**src/eevdf_runqueue_scheduler_macros.svh**
```systemverilog
// ----------------------------------------------------------------------------
// EEVDF run-queue scheduler assertion macros
// Concurrent assertion wrappers that can be compiled out with NO_ASSERTIONS.
// ----------------------------------------------------------------------------
`ifndef EEVDF_RUNQUEUE_SCHEDULER_MACROS_SVH
`define EEVDF_RUNQUEUE_SCHEDULER_MACROS_SVH
`ifndef NO_ASSERTIONS
// Same-cycle implication, disabled during reset.
`define EEVRQ_ASSERT_IMP(label, clk, rst_n, ante, cons) \
  label: assert property (@(posedge clk) disable iff (!rst_n) (ante) |-> (cons)) \
    else $error("assertion failed: label");
// Next-cycle implication, disabled during reset.
`define EEVRQ_ASSERT_NXT(label, clk, rst_n, ante, cons) \
  label: assert property (@(posedge clk) disable iff (!rst_n) (ante) |=> (cons)) \
    else $error("assertion failed: label");
`else
`define EEVRQ_ASSERT_IMP(label, clk, rst_n, ante, cons)
`define EEVRQ_ASSERT_NXT(label, clk, rst_n, ante, cons)
`endif
`endif

```
**src/eevrq_pkg.sv**
```systemverilog
// ----------------------------------------------------------------------------
// EEVDF run-queue scheduler package
// Shared widths, codes, state encodings and interface structs.
// ----------------------------------------------------------------------------
package eevrq_pkg;

  // Default sizing.
  localparam int DEF_MAX_ENTRIES = 32;
  localparam int DEF_WEIGHT_UNIT = 1024;

  // Field widths.
  localparam int KEY_W    = 32;
  localparam int GEN_W    = 32;
  localparam int WEIGHT_W = 20;
  localparam int SLICE_W  = 32;
  localparam int TIME_W   = 64;
  localparam int PROD_W   = SLICE_W + WEIGHT_W;

  localparam logic [TIME_W-1:0] VMAX = 64'h7FFF_FFFF_FFFF_FFFF;
  localparam logic [SLICE_W-1:0] DEF_SLICE = 32'd4000000;

  // Command codes.
  typedef enum logic [3:0] {
    CMD_ADD     = 4'd0,
    CMD_RESET   = 4'd1,
    CMD_WAKE    = 4'd2,
    CMD_BLOCK   = 4'd3,
    CMD_EXIT    = 4'd4,
    CMD_CHARGE  = 4'd5,
    CMD_RUN     = 4'd6,
    CMD_REQUEUE = 4'd7,
    CMD_PICK    = 4'd8
  } cmd_t;

  // Entry modes.
  typedef enum logic [2:0] {
    MODE_EMPTY    = 3'd0,
    MODE_RUNNABLE = 3'd1,
    MODE_RUNNING  = 3'd2,
    MODE_BLOCKED  = 3'd3,
    MODE_EXITED   = 3'd4
  } mode_t;

  // Result status codes.
  typedef enum logic [1:0] {
    ST_OK       = 2'd0,
    ST_REJECT   = 2'd1,
    ST_FULL     = 2'd2,
    ST_OVERFLOW = 2'd3
  } status_t;

  // Sequencer states.
  typedef enum logic [3:0] {
    S_IDLE,
    S_LOOK,
    S_DECIDE,
    S_CHK,
    S_MUL,
    S_DIVGO,
    S_DIV,
    S_WR,
    S_FLOOR,
    S_PICK,
    S_NEXT,
    S_FIN
  } state_t;

  // Divider status toward the sequencer.
  typedef struct packed {
    logic busy;
    logic done;
  } div_stat_t;

endpackage

```
**src/eevrq_div.sv**
```systemverilog
// ----------------------------------------------------------------------------
// EEVDF scheduler serial divider
// Restoring divider producing one quotient bit per cycle.
// ----------------------------------------------------------------------------
module eevrq_div
  import eevrq_pkg::*;
#(
  parameter int DVD_W = PROD_W,
  parameter int DVS_W = WEIGHT_W
) (
  input  logic             clk,
  input  logic             rst_n,
  input  logic             start,
  input  logic [DVD_W-1:0] dividend,
  input  logic [DVS_W-1:0] divisor,
  output logic [DVD_W-1:0] quotient,
  output div_stat_t        stat
);

  localparam int CNT_W = $clog2(DVD_W + 1);

  logic [DVD_W-1:0] dq_r, dq_nxt;
  logic [DVS_W-1:0] rem_r, rem_nxt;
  logic [DVS_W-1:0] dvs_r, dvs_nxt;
  logic [CNT_W-1:0] cnt_r, cnt_nxt;
  logic             busy_r, busy_nxt;
  logic             done_r, done_nxt;
  logic [DVS_W:0]   trial;
  logic             ge;

  // One restoring step: shift in the next dividend bit and try a subtract.
  assign trial = {rem_r, dq_r[DVD_W-1]};
  assign ge    = (trial >= {1'b0, dvs_r});

  always_comb begin
    dq_nxt   = dq_r;
    rem_nxt  = rem_r;
    dvs_nxt  = dvs_r;
    cnt_nxt  = cnt_r;
    busy_nxt = busy_r;
    done_nxt = 1'b0;
    if (start) begin
      dq_nxt   = dividend;
      rem_nxt  = '0;
      dvs_nxt  = divisor;
      cnt_nxt  = CNT_W'(DVD_W);
      busy_nxt = 1'b1;
    end else if (busy_r) begin
      rem_nxt = ge ? DVS_W'(trial - {1'b0, dvs_r}) : trial[DVS_W-1:0];
      dq_nxt  = {dq_r[DVD_W-2:0], ge};
      cnt_nxt = cnt_r - 1'b1;
      if (cnt_r == CNT_W'(1)) begin
        busy_nxt = 1'b0;
        done_nxt = 1'b1;
      end
    end
  end

  // Control state is reset; datapath registers are not.
  always_ff @(posedge clk) begin
    if (!rst_n) begin
      busy_r <= 1'b0;
      done_r <= 1'b0;
      cnt_r  <= '0;
    end else begin
      busy_r <= busy_nxt;
      done_r <= done_nxt;
      cnt_r  <= cnt_nxt;
    end
    dq_r  <= dq_nxt;
    rem_r <= rem_nxt;
    dvs_r <= dvs_nxt;
  end

  assign quotient  = dq_r;
  assign stat.busy = busy_r;
  assign stat.done = done_r;

endmodule

```
**config.mk**
```make
export PLATFORM = sky130hd
export DESIGN_NAME = eevrq_div
export DESIGN_NICKNAME = d
export VERILOG_FILES = /design/src/eevdf_runqueue_scheduler_macros.svh /design/src/eevrq_pkg.sv /design/src/eevrq_div.sv
export SDC_FILE = /design/constraint.sdc
export NUM_CORES = 1
export LEC_CHECK = 0
export ABC_AREA = 1
export BUFFER_PORTS_ARGS = -buffer_cell sky130_fd_sc_hd__buf_4
export CAP_MARGIN = 25
export CORE_MARGIN = 10
export CORE_UTILIZATION = 51
export CTS_BUF_LIST = sky130_fd_sc_hd__clkbuf_4
export DETAILED_ROUTE_END_ITERATION = 7
export PLACE_DENSITY = 0.85
export SLEW_MARGIN = 20
export SYNTH_ARGS = -nofsm -noshare
export SYNTH_HDL_FRONTEND = slang
export SYNTH_SLANG_ARGS = --single-unit
```
**constraint.sdc**
```tcl
create_clock -name clk -period 2.6 [get_ports clk]
set_input_delay 0.52 -clock clk [delete_from_list [all_inputs] [get_ports clk]]
set_output_delay 0.52 -clock clk [all_outputs]
set_load 0.01 [all_outputs]
```
# After elaboration in Yosys (flattened, before gate mapping)
# Index checks and enable logic that the tools add are counted.
[totals]
latch_bits = 0
regBits = 100
ram_bits = 0
n_memories = 0
out_inout_bits = 54
mem_bits_ro = 0
[classes]
bitwise = 2
muxes = 9
magnitude_cmp = 1
n_reduce_logical = 3
eq_ne = 1
div_mod_pow = 0
n_shift = 0
multipliers = 0
addsub = 2
[op_table]
columns = ["cell", "count"]
rows = [
  ["$mux W52", 2],
  ["$ge A21 B20 Y1", 1],
  ["$mux W20", 1],
  ["$sub A20 B20 Y20", 1],
  ["$mux W6", 2],
  ["$eq A6 B1 Y1 const B", 1],
  ["$sub A6 B1 Y6 const B", 1],
  ["$mux W1", 4],
  ["$reduce_or A3 Y1", 1],
  ["$not A1 Y1", 2],
  ["$reduce_bool A2 Y1", 1],
  ["$reduce_or A2 Y1", 1],
]

# Longest topological paths before layout
# Gate-level depths: netlist of the first run.
[logic_depth]
ltp_word = 4
ltp_mapped = 15

# Worst setup path before layout of the first run
# Ideal clock, no wire load.
[synth_timing]
path_kind = "in2reg"
from = "input port start"
to = "register dq_r[0], in the netlist quotient[0] (enable)"
path_buffers = 1
path_slack_ns = -0.123
t_arrival_ns = 2.022
required_ns = 1.900
cell_stages = 3
setup_ns = 0.700
path_cell_list = "clkbuf_1 nor2_1 clkinv_1"
[synth_via]
elab_chain_len = 1
[synth_lines]
columns = ["element", "line_no", "source"]
rows = [
  ["start, declared", "eevrq_div.sv:13", "input logic start,"],
  ["$reduce_bool A2 Y1 (no line)", "-", ""],
  ["end signal, assigned", "eevrq_div.sv:70", "dq_r <= dq_nxt;"],
  ["end, declared", "eevrq_div.sv:22", "logic [DVD_W-1:0] dq_r, dq_nxt;"],
]
# Every way passes these cells.
# A chain may end at the register's enable or synchronous reset.

# Worst setup path in the final report of the first run
[layout_timing]
from = "register dvs_r[10]"
to = "register rem_r[5]"
[layout_via]
elab_chain_len = 2
[layout_lines]
columns = ["element", "line_no", "source"]
rows = [
  ["start, declared", "eevrq_div.sv:24", "logic [DVS_W-1:0] dvs_r, dvs_nxt;"],
  ["start signal, assigned", "eevrq_div.sv:72", "dvs_r <= dvs_nxt;"],
  ["$ge A21 B20 Y1", "eevrq_div.sv:33", "assign ge = (trial >= {1'b0, dvs_r});"],
  ["$mux W20", "eevrq_div.sv:49", "rem_nxt = ge ? DVS_W'(trial - {1'b0, dvs_r}) : trial[DVS_W-1:0];"],
  ["end signal, assigned", "eevrq_div.sv:71", "rem_r <= rem_nxt;"],
  ["end, declared", "eevrq_div.sv:23", "logic [DVS_W-1:0] rem_r, rem_nxt;"],
]
# Every way passes these cells.

==> insert_results.sql, run 1 <==
INSERT INTO impl_metrics (metric_group, metric, value, unit) VALUES
('clocking', 'post_cts_buffers', '0', ''),
('yosys', 'post_synth.cell_area_avg', '7.91', 'µm²'),
('timing', 'timing.clock.skew', '0.0224', 'ns'),
('setup_path', 'path_delay_family', 'simple AND/OR/NAND/NOR gates', ''),
('placement', 'placedInstanceArea', '6720', 'µm²'),
('die', 'die_width', '125', 'µm'),
('yosys', 'synthesis.area', '5620', 'µm²'),
('routing', 'drtPass1Iterations', '4', ''),
('layout', 'final_util', '0.640', ''),
('setup_path', 'reg2reg_from', 'dvs_r[10]', ''),
('routing', 'first_iter_violations', '325', ''),
('setup_path', 'crit_path_max_incr_delay', '0.38', 'ns'),
('flow_run', 'cap_violations', '0', ''),
('yosys', 'ys_seq_area_frac', '0.485', ''),
('die', 'die_height', '125', 'µm'),
('timing', 'fin_crit', '2.07', 'ns'),
('grt', 'remaining_global_route_overflow', '0', ''),
('setup_path', 'worstSetupPathDepth', '13', ''),
('layout', 'commonest_cells_after_routing_fill_and_taps_aside', 'nand2_1, buf_4, inv_1', ''),
('routing', 'routedWlPerCell', '15.2', 'µm'),
('setup_path', 'cp.required', '2.98', 'ns'),
('grt', 'grt_start_max_net_pins', '38', ''),
('min_path', 'hold_path_class', 'primary input to register', ''),
('yosys', 'synth.net_count', '808', ''),
('yosys', 'ys_warn_count', '0', ''),
('layout', 'number_of_nets_in_the_layout', '937', ''),
('pwr', 'report.power.total', '3550', 'µW'),
('setup_path', 'ff2ff_path_depth', '13', ''),
('grt', 'groute.usage.overall', '0.191', ''),
('placement', 'placement.setup.worst_slack', '0.555', 'ns'),
('pwr', 'vdd.ir_drop.worst', '0.311', 'mV'),
('yosys', 'yosysTopAreaCellShare', '0.385', ''),
('clocking', 'cts_tree', 'yes', ''),
('setup_path', 'timing.critical_path.mode_cell', 'nand2_2', ''),
('outcome', 'run_status', 'finished clean', ''),
('timing', 'timing.final.max_slew_violations', '0', ''),
('setup_path', 'standard_cell_with_the_maximum_stage_delay_on_the_critical_path', 'edfxtp_1', ''),
('layout', 'design_area', '6910', 'µm²'),
('timing', 'hold_viol_final', '0', ''),
('setup_path', 'crit_path_cell_trace', 'inv_1 -> ha_1 -> nand2_1 -> inv_2 -> nand2_2 -> nor3_2 -> nand2_2 -> nand2_2 -> nand2_4 -> nand2_4 -> nand2_1 -> nand3_1 -> o21ai_1', ''),
('pwr', 'total_leakage_power', '0.00357', 'µW'),
('clocking', 'cts.path.max_buffers', '2', ''),
('yosys', 'synth_largest_area_cell', 'edfxtp_1', ''),
('routing', 'viasPerCell', '4.97', ''),
('yosys', 'synth_edf_count', '72', ''),
('setup_path', 'crit_start_category', 'register', ''),
('setup_path', 'worst-setup-path-type', 'register to register', ''),
('layout', 'final_layout_size_suffix_gt1_frac', '0.223', ''),
('yosys', 'synthDistinctLibCells', '35', ''),
('die', 'initial_cell_density_of_the_core', '0.521', ''),
('yosys', 'synth_flop_cell', 'edfxtp_1', ''),
('setup_path', 'critical_path.endpoint_type', 'register', ''),
('clocking', 'clock-sinks', '100', ''),
('clocking', 'cts.clk_slew.worst_paths', '0.18', 'ns'),
('placement', 'place.detailed.hpwl', '11.5', 'mm'),
('routing', 'ant_nets', '0', ''),
('pwr', 'powerDensity', '514', 'nW/µm²'),
('setup_path', 'critical_path.startpoint', 'dvs_r[10]', ''),
('yosys', 'synth_cells', '710', ''),
('grt', 'antenna_violations_before_repair', '1', ''),
('placement', 'io_buffers', '128', ''),
('min_path', 'hold_path_depth', '1', ''),
('timing', 'finalSetupViolCount', '0', ''),
('timing', 'timing.final.ws_setup', '0.527', 'ns'),
('clocking', 'clk-insertion-delay-late', '0.47', 'ns'),
('die', 'floorplan.rows', '38', ''),
('min_path', 'holdCritStartpoint', 'divisor[6]', ''),
('setup_path', 'arrival', '2.45', 'ns'),
('clocking', 'htree_num_levels', '3', ''),
('timing', 'setup_tns', '0', 'ns'),
('placement', 'gp_congestion', '0.979', '');
==> metrics by stage <==
| stage | instances | hold WS, ns |
|---|---|---|
| after floorplan | 710 | 0.444 |
| after global placement | 968 | 0.457 |
| after detailed placement | 968 | 0.465 |
| after CTS | 984 | 0.182 |
| after global routing | 988 | 0.136 |
| final | 988 | 0.206 |
==> report_power, final <==
part / total [µW] / internal (µW) / switching, µW
Combinational: 625 / 283 / 342
Clock: 993 / 407 / 587
Sequential: 1930 / 1860 / 72.9
Total: 3550 / 2550 / 1000
==> per-layer routing <==
layer	vias up	global-route usage	routed length [µm]
met1	2223	0.212	5920
met5	-	0	0
met3	16	0.107	1860
li1	2499	-	-
met4	0	0.0515	185
met2	175	0.309	7010
==> sequential cells by signal, indices dropped and copies added, names as in the netlist <==
name / flops
dvs_r: 20
busy_r: 1
done_r: 1
quotient: 52
rem_r: 20
cnt_r: 6
==> cell families after synthesis <==
kind of cell / after synthesis / synth area share
AND/OR/NAND/NOR: 418 / 0.319
adder cells (fa/ha/maj): 23 / 0.0526
flip-flops: 100 / 0.485
AO/OA/AOI/OAI: 36 / 0.0354
XOR/XNOR: 10 / 0.0156
buffers and inverters: 123 / 0.0924
==> path summary, 6_finish.rpt <==
path	end	slack [ns]
hold / removal	dvs_r[6]	0.21
hold reg to reg	rem_r[15]	0.48
setup / recovery	rem_r[5]	0.53
setup reg to reg	rem_r[5]	0.53
==> area by class of cell <==
class,count,area (µm²)
repair buffers,141,1070
multi-input cells,487,2380
clock buffers,9,67.6
fillers,931,3890
inverters,100,377
flip-flops and latches,100,2720
clock inverters,7,108
diodes,4,10.0
well taps,140,175
==> cell usage after synthesis (6+ instances only) <==
cell type,count
o21ai_1,9
clkbuf_1,10
nor2_1,28
a21oi_1,14
nand2_2,6
xnor2_1,7
inv_1,92
ha_1,22
edfxtp_1,72
nand3_2,11
dfxtp_1,28
o21ai_0,6
nand2_1,302
nand3b_1,10
nand3_1,49
(Power assumes the default switching activity.)
==> inputs of run 2 (changes only) <==
--- a/config.mk
+++ b/config.mk
@@ -5,7 +5,7 @@
 export SDC_FILE = /design/constraint.sdc
 export NUM_CORES = 1
 export LEC_CHECK = 0
-export ABC_AREA = 1
+export ABC_AREA = 0
 export BUFFER_PORTS_ARGS = -buffer_cell sky130_fd_sc_hd__buf_4
 export CAP_MARGIN = 25
 export CORE_MARGIN = 10
==> constraint.sdc (replaced) <==
create_clock -name clk -period 1.7 [get_ports clk]
set_input_delay 0.34 -clock clk [delete_from_list [all_inputs] [get_ports clk]]
set_output_delay 0.34 -clock clk [all_outputs]
set_load 0.01 [all_outputs]
==> run 2 against run 1 <==
The run now ends with DRC, setup timing left. Global-route usage increased by 3.3 points. Wire length increased by 27%. Hold slack got worse by 0.11 ns. Register-to-register slack got worse by 1.3 ns. Utilization increased by 15 points. Clock power increased by 27%. Die area decreased by 1.1%. Synthesized cell count decreased by 32%. Critical endpoint is now rem_r[18]. Largest cell class is now multi-input combinational cells.
==> insert_results.sql, run 2 <==
INSERT INTO impl_metrics (metric_group, metric, value, unit) VALUES
('flow_run', 'cap_violations', '0', ''),
('min_path', 'holdPathEnd', 'cnt_r[4]', ''),
('timing', 'hold_viol_final', '0', ''),
('layout', 'multiInputGateArea', '3120', 'µm²'),
('yosys', 'synthDistinctLibCells', '72', ''),
('setup_path', 'cp.required', '2.11', 'ns'),
('layout', 'num-fill-cells', '649', ''),
('routing', 'vias', '5181', ''),
('min_path', 'hold_path_class', 'primary input to register', ''),
('routing', 'first_iter_violations', '463', ''),
('timing', 'finalSetupViolCount', '21', ''),
('routing', 'ant_nets', '0', ''),
('outcome', 'run_status', 'finished with violations', ''),
('clocking', 'cell_chosen_for_the_clock_root', 'clkbuf_4', ''),
('setup_path', 'critical_path.endpoint_type', 'register', ''),
('placement', 'io_buffers', '128', ''),
('yosys', 'synthesis.area', '5540', 'µm²'),
('layout', 'number_of_nets_in_the_layout', '835', ''),
('timing', 'slew_headroom', '0.605', ''),
('yosys', 'synth_most_common_cell', 'edfxtp_1', ''),
('setup_path', 'critical_path.startpoint', 'dvs_r[14]', ''),
('layout', 'mostFrequentLayoutCell', 'buf_4', ''),
('yosys', 'synth_commonest_cells', 'edfxtp_1, mux2_2, nor2_1', ''),
('grt', 'grt_start_max_net_pins', '37', ''),
('timing', 'post-route-period-util', '1.47', ''),
('routing', 'routedWlPerCell', '21.6', 'µm'),
('yosys', 'synth_cells', '481', ''),
('layout', 'seq_area', '2720', 'µm²'),
('yosys', 'post_synth.cell_area_avg', '11.5', 'µm²'),
('die', 'die_width', '124', 'µm'),
('clocking', 'clock-sinks', '100', ''),
('clocking', 'cts.clk_slew.worst_paths', '0.16', 'ns'),
('clocking', 'number_of_cts_inserted_buffers', '9', ''),
('yosys', 'ys_seq_area_frac', '0.491', ''),
('die', 'pin_count', '129', ''),
('clocking', 'htree_num_levels', '3', ''),
('setup_path', 'worst-setup-path-type', 'register to register', ''),
('yosys', 'synth_flop_cell', 'edfxtp_1', ''),
('timing', 'timing.final.ws_setup', '-0.806', 'ns'),
('clocking', 'cts_tree', 'yes', ''),
('yosys', 'yosysTopAreaCellShare', '0.390', ''),
('grt', 'groute.usage.overall', '0.224', ''),
('clocking', 'clk-insertion-delay-late', '0.50', 'ns'),
('routing', 'drtPass1Iterations', '7', ''),
('setup_path', 'ff2ff_setup_slack', '-0.81', 'ns'),
('clocking', 'cts.path.max_buffers', '2', ''),
('timing', 'clock.fmax', '399', 'MHz'),
('yosys', 'synth_top_cells_by_area', 'edfxtp_1, mux2_2, dfxtp_1, ha_1, nor2_1', ''),
('pwr', 'total_leakage_power', '0.00359', 'µW'),
('layout', 'area_delta_synth_final', '53.9', '%'),
('yosys', 'ys_warn_count', '0', ''),
('pwr', 'vdd.ir_drop.worst', '0.712', 'mV'),
('die', 'floorplan.rows', '38', ''),
('yosys', 'synth_async_reset_ratio', '0', ''),
('grt', 'grt_pass1_wl', '28.5', 'mm'),
('timing', 'timing.final.max_slew_violations', '0', ''),
('min_path', 'hold_path_depth', '2', ''),
('setup_path', 'crit_start_category', 'register', ''),
('setup_path', 'reg2reg_to', 'rem_r[18]', ''),
('timing', 'rsz0062_at_grt', 'true', ''),
('routing', 'drc', '2', ''),
('die', 'initial_cell_density_of_the_core', '0.516', ''),
('timing', 'timing.clock.skew', '0.0162', 'ns'),
('yosys', 'yosys_register_bits', '100', ''),
('setup_path', 'reg2reg_from', 'dvs_r[14]', ''),
('setup_path', 'arrival', '2.92', 'ns'),
('min_path', 'holdCritStartpoint', 'rst_n', ''),
('setup_path', 'timing.critical_path.fanout_max', '7', ''),
('die', 'die_height', '124', 'µm'),
('routing', 'viasPerCell', '5.87', ''),
('grt', 'number_of_global_route_vias_before_repair', '5426', ''),
('timing', 'final.hold.worst_slack', '0.0928', 'ns'),
('grt', 'remaining_global_route_overflow', '0', ''),
('outcome', 'failed_checks', 'DRC, setup timing', ''),
('layout', 'largest_register_ff_count', '52', ''),
('layout', 'final_layout_size_suffix_gt1_frac', '0.553', ''),
('routing', 'wire_length_after_detailed_routing', '19.0', 'mm'),
('yosys', 'synth_edf_count', '72', ''),
('timing', 'worstMarginPinSlew', '0.590', 'ns'),
('timing', 'fin_crit', '2.51', 'ns'),
('yosys', 'synth.net_count', '579', ''),
('timing', 'setup_tns', '-14.15', 'ns'),
('placement', 'place.detailed.hpwl', '12.9', 'mm'),
('setup_path', 'ff2ff_path_depth', '11', ''),
('grt', 'antenna_violations_before_repair', '1', ''),
('placement', 'gp_congestion', '0.965', ''),
('die', 'floorplan.die_area', '15400', 'µm²'),
('die', 'core', '10700', 'µm²'),
('layout', 'commonest_cells_after_routing_fill_and_taps_aside', 'buf_4, edfxtp_1, mux2_2', ''),
('yosys', 'synth_largest_area_cell', 'edfxtp_1', ''),
('pwr', 'powerDensity', '778', 'nW/µm²');
run 2: logic make-up after synthesis:
kind of cell | Yosys count | share of synthesized area
XOR/XNOR | 16 | 0.0253
buffers and inverters | 53 | 0.0540
adder cells (fa/ha/maj) | 23 | 0.0533
flip-flops | 100 | 0.491
multiplexers | 55 | 0.111
AO/OA/AOI/OAI | 110 | 0.149
AND/OR/NAND/NOR | 124 | 0.116
run 2: power breakdown:
part | leakage (µW) | total [µW] | switching [µW] | internal [µW]
Combinational | 0.00257 | 2350 | 1110 | 1240
Clock | 0.0000715 | 1260 | 915 | 347
Sequential | 0.000949 | 3030 | 151 | 2880
Total | 0.00359 | 6640 | 2180 | 4460
run 2: routing by layer:
| metal | vias up | global-route usage | share of wire |
|---|---|---|---|
| li1 | 2342 | - | - |
| met1 | 2481 | 0.251 | 0.37 |
| met2 | 288 | 0.368 | 0.49 |
| met3 | 70 | 0.0987 | 0.11 |
| met4 | 0 | 0.0822 | 0.036 |
| met5 | - | 0 | 0 |
run 2: how the worst max path moves through the flow:
stage	end	depth (start not counted)
final	rem_r[18]	11
after global routing	rem_r[18]	10
after CTS	rem_r[16]	10
after detailed placement	rem_r[8]	10
after global placement	rem_r[16]	10
after floorplan	rem_r[10]	10
run 2: timing repair:
action	4_1_cts	5_1_grt
endpoints found under the hold margin	19	1
buffers inserted	14	8
hold buffers	19	1
pin swaps	32	27
gates cloned	1	2
gates resized for setup	45	68
setup endpoints to repair	21	21
run 2: worst max-delay path, stage by stage (launching register included):
cell      delay (ns)
edfxtp_1        0.38
inv_2           0.05
ha_4            0.28
and3_4          0.22
nand2_4         0.06
nor3b_4         0.27
o211ai_4        0.16
buf_4           0.18
a21oi_4         0.29
buf_4           0.19
o211ai_1        0.09
a32o_1          0.25
run 2: area by class of cell:
cell class | count | share of cell area
antenna | 1 | 0.000293
tap | 140 | 0.0205
timing repair buffer | 269 | 0.266
sequential | 100 | 0.319
inverter | 28 | 0.0131
multi-input combinational | 329 | 0.365
clock buffer | 10 | 0.00880
clock inverter | 6 | 0.00719
run 2: through the flow:
stage	util	std cells	area (µm²)	power, µW	worst slack (ns)
6_report	0.794	883	8530	6640	-0.806
5_1_grt	0.794	883	8530	6940	-0.920
4_1_cts	0.750	871	8060	6380	-0.708
3_5_place_dp	0.686	823	7370	4940	-0.749
3_3_place_gp	0.686	823	7370	4860	-0.698
2_1_floorplan	-	481	5630	4030	-0.588
==> inputs of run 3 (changes only) <==
--- a/config.mk
+++ b/config.mk
@@ -12,6 +12,7 @@
 export CORE_UTILIZATION = 51
 export CTS_BUF_LIST = sky130_fd_sc_hd__clkbuf_4
 export DETAILED_ROUTE_END_ITERATION = 7
+export GPL_TIMING_DRIVEN = 0
 export PLACE_DENSITY = 0.85
 export SLEW_MARGIN = 20
 export SYNTH_ARGS = -nofsm -noshare
==> run 3 against run 2 <==
The flow finishes with violations (setup timing). Non-clock buffer count down 69. Combinational power down 13%. Global-route usage down 1.5 points. Largest cell class unchanged. Maximum frequency down 3.2%. Critical path depth unchanged. Sequential cell count unchanged. Critical path type unchanged. Hold slack worse by 0.077 ns. Wire length down 5.9%. Register-to-register slack worse by 0.08 ns.
==> insert_results.sql, run 3 (same netlist as run 2, synthesis figures left out) <==
INSERT INTO impl_metrics (metric_group, metric, value, unit) VALUES
('pwr', 'vdd.ir_drop.worst', '0.801', 'mV'),
('flow_run', 'cap_violations', '0', ''),
('timing', 'rsz0062_at_grt', 'true', ''),
('pwr', 'power_frac_seq', '0.467', ''),
('routing', 'top_layer', 'met4', ''),
('pwr', 'p_clk_frac', '0.218', ''),
('layout', 'design_area', '7900', 'µm²'),
('pwr', 'p_sw', '2110', 'µW'),
('setup_path', 'crit_start_category', 'register', ''),
('routing', 'vias', '4864', ''),
('timing', 'clock.fmax', '386', 'MHz'),
('clocking', 'cell_chosen_for_the_clock_root', 'clkbuf_4', ''),
('clocking', 'number_of_cts_inserted_buffers', '9', ''),
('placement', 'placedInstanceArea', '6790', 'µm²'),
('layout', 'final_layout_size_suffix_gt1_frac', '0.504', ''),
('grt', 'number_of_global_route_vias_before_repair', '4914', ''),
('routing', 'routedWlPerCell', '22.0', 'µm'),
('placement', 'placement.setup.worst_slack', '-0.936', 'ns'),
('outcome', 'run_status', 'finished with violations', ''),
('setup_path', 'timing.critical_path.fanout_max', '5', ''),
('routing', 'wire_length_after_detailed_routing', '17.9', 'mm'),
('placement', 'io_buffers', '128', ''),
('routing', 'wl_met1', '6.59', 'mm'),
('grt', 'remaining_global_route_overflow', '0', ''),
('grt', 'antenna_violations_before_repair', '0', ''),
('grt', 'groute.usage.overall', '0.209', ''),
('clocking', 'cts_tree', 'yes', ''),
('pwr', 'internal_power_component', '4390', 'µW'),
('routing', 'met3_wirelength', '2.18', 'mm'),
('pwr', 'share_comb_of_total_power', '0.315', ''),
('setup_path', 'arrival', '2.98', 'ns'),
('die', 'core', '10700', 'µm²'),
('outcome', 'failed_checks', 'setup timing', ''),
('die', 'die_width', '124', 'µm'),
('layout', 'n_antenna_cell', '0', ''),
('setup_path', 'worst-setup-path-type', 'register to register', ''),
('layout', 'multiInputGateArea', '3020', 'µm²'),
('timing', 'timing.final.max_slew_violations', '0', ''),
('routing', 'met2_wirelength', '8.69', 'mm'),
('clocking', 'cts.path.max_buffers', '2', ''),
('clocking', 'clock-sinks', '100', ''),
('die', 'pin_count', '129', ''),
('pwr', 'powerDensity', '823', 'nW/µm²'),
('setup_path', 'critical_path.endpoint_type', 'register', ''),
('die', 'initial_cell_density_of_the_core', '0.516', ''),
('die', 'die_height', '124', 'µm'),
('layout', 'mostFrequentLayoutCell', 'buf_4', ''),
('pwr', 'power_switching_share', '0.324', ''),
('routing', 'drtPass1Iterations', '6', ''),
('layout', 'area_delta_synth_final', '42.5', '%'),
('layout', 'num-fill-cells', '682', ''),
('min_path', 'hold_path_class', 'primary input to register', ''),
('clocking', 'clk-insertion-delay-late', '0.48', 'ns'),
('die', 'floorplan.rows', '38', ''),
('timing', 'post-route-period-util', '1.52', ''),
('clocking', 'cts.clk_slew.worst_paths', '0.18', 'ns'),
('die', 'floorplan.die_area', '15400', 'µm²'),
('timing', 'hold_viol_final', '0', ''),
('layout', 'seq_area', '2730', 'µm²'),
('timing', 'finalSetupViolCount', '21', ''),
('routing', 'drc', '0', ''),
('timing', 'fin_crit', '2.59', 'ns'),
('pwr', 'total_leakage_power', '0.00324', 'µW'),
('timing', 'timing.clock.skew', '0.0245', 'ns'),
('placement', 'gp_congestion', '0.935', ''),
('layout', 'number_of_nets_in_the_layout', '766', ''),
('clocking', 'htree_num_levels', '3', ''),
('routing', 'ant_nets', '0', ''),
('layout', 'largest_register_ff_count', '52', ''),
('layout', 'commonest_cells_after_routing_fill_and_taps_aside', 'buf_4, edfxtp_1, mux2_2', ''),
('routing', 'viasPerCell', '5.98', ''),
('timing', 'slew_headroom', '0.484', ''),
('grt', 'grt_pass1_wl', '26.4', 'mm'),
('timing', 'worstMarginPinSlew', '0.774', 'ns'),
('grt', 'grt_start_max_net_pins', '26', ''),
('placement', 'place.detailed.hpwl', '11.8', 'mm'),
('timing', 'timing.final.ws_setup', '-0.889', 'ns'),
('setup_path', 'cp.required', '2.09', 'ns'),
('routing', 'first_iter_violations', '455', '');
run 3: stage by stage:
stage,utilization,hold slack [ns],cells,power [µW],setup TNS (ns)
2_1_floorplan,-,0.439,481,4030,-14.62
3_3_place_gp,0.630,0.481,749,4600,-68.00
3_5_place_dp,0.632,0.489,750,4670,-55.17
4_1_cts,0.700,0.000285,793,6280,-14.23
5_1_grt,0.735,0.000506,813,6760,-17.74
6_report,0.735,0.0158,813,6500,-16.46
run 3: final cells by class:
| type | count | share of cell area |
|---|---|---|
| sequential | 100 | 0.345 |
| buffer | 24 | 0.0269 |
| tap | 140 | 0.0222 |
| clock inverter | 7 | 0.0116 |
| multi-input combinational | 328 | 0.382 |
| clock buffer | 9 | 0.00856 |
| timing repair buffer | 176 | 0.188 |
| inverter | 28 | 0.0144 |
| timing repair inverter | 1 | 0.000951 |
run 3: power groups by stage:
stage | registers, µW | clock network [µW] | logic, µW
final | 3040 | 1420 | 2050
after global routing | 3060 | 1530 | 2180
after CTS | 3020 | 1440 | 1810
after detailed placement | 3060 | 0 | 1610
after global placement | 3060 | 0 | 1540
after floorplan | 3100 | 0 | 937
run 3: what timing repair did:
action,in CTS,in global routing
gates cloned,3,0
buffers inserted,21,15
hold buffers,3,7
resized for setup,56,48
setup endpoints to repair,74,23
pin swaps,25,33
endpoints found under the hold margin,3,7
run 3: final timing paths:
check / from / end / slack (ns) / cells after the start
worst max-delay path: dvs_r[1] / rem_r[2] / -0.89 / 11
worst min-delay path: divisor[7] / dvs_r[7] / 0.02 / 1
worst max register to register: dvs_r[1] / rem_r[2] / -0.89 / 11
worst min register to register: cnt_r[1] / cnt_r[1] / 0.52 / 2
run 3: worst max-delay path: stages (launching register included):
cell and delay [ns]:
edfxtp_1 0.45, inv_2 0.09, ha_4 0.20, nor2b_4 0.13, o2111ai_2 0.20, nand3b_1 0.22
o211ai_4 0.31, a21o_1 0.18, buf_6 0.17, buf_8 0.16, nand3_2 0.10, a311oi_2 0.29
run 3: per-layer routing:
layer | track usage | up-vias
li1 | - | 2198
met1 | 0.234 | 2294
met2 | 0.350 | 322
met3 | 0.0966 | 50
met4 | 0.0541 | 0
met5 | 0 | -
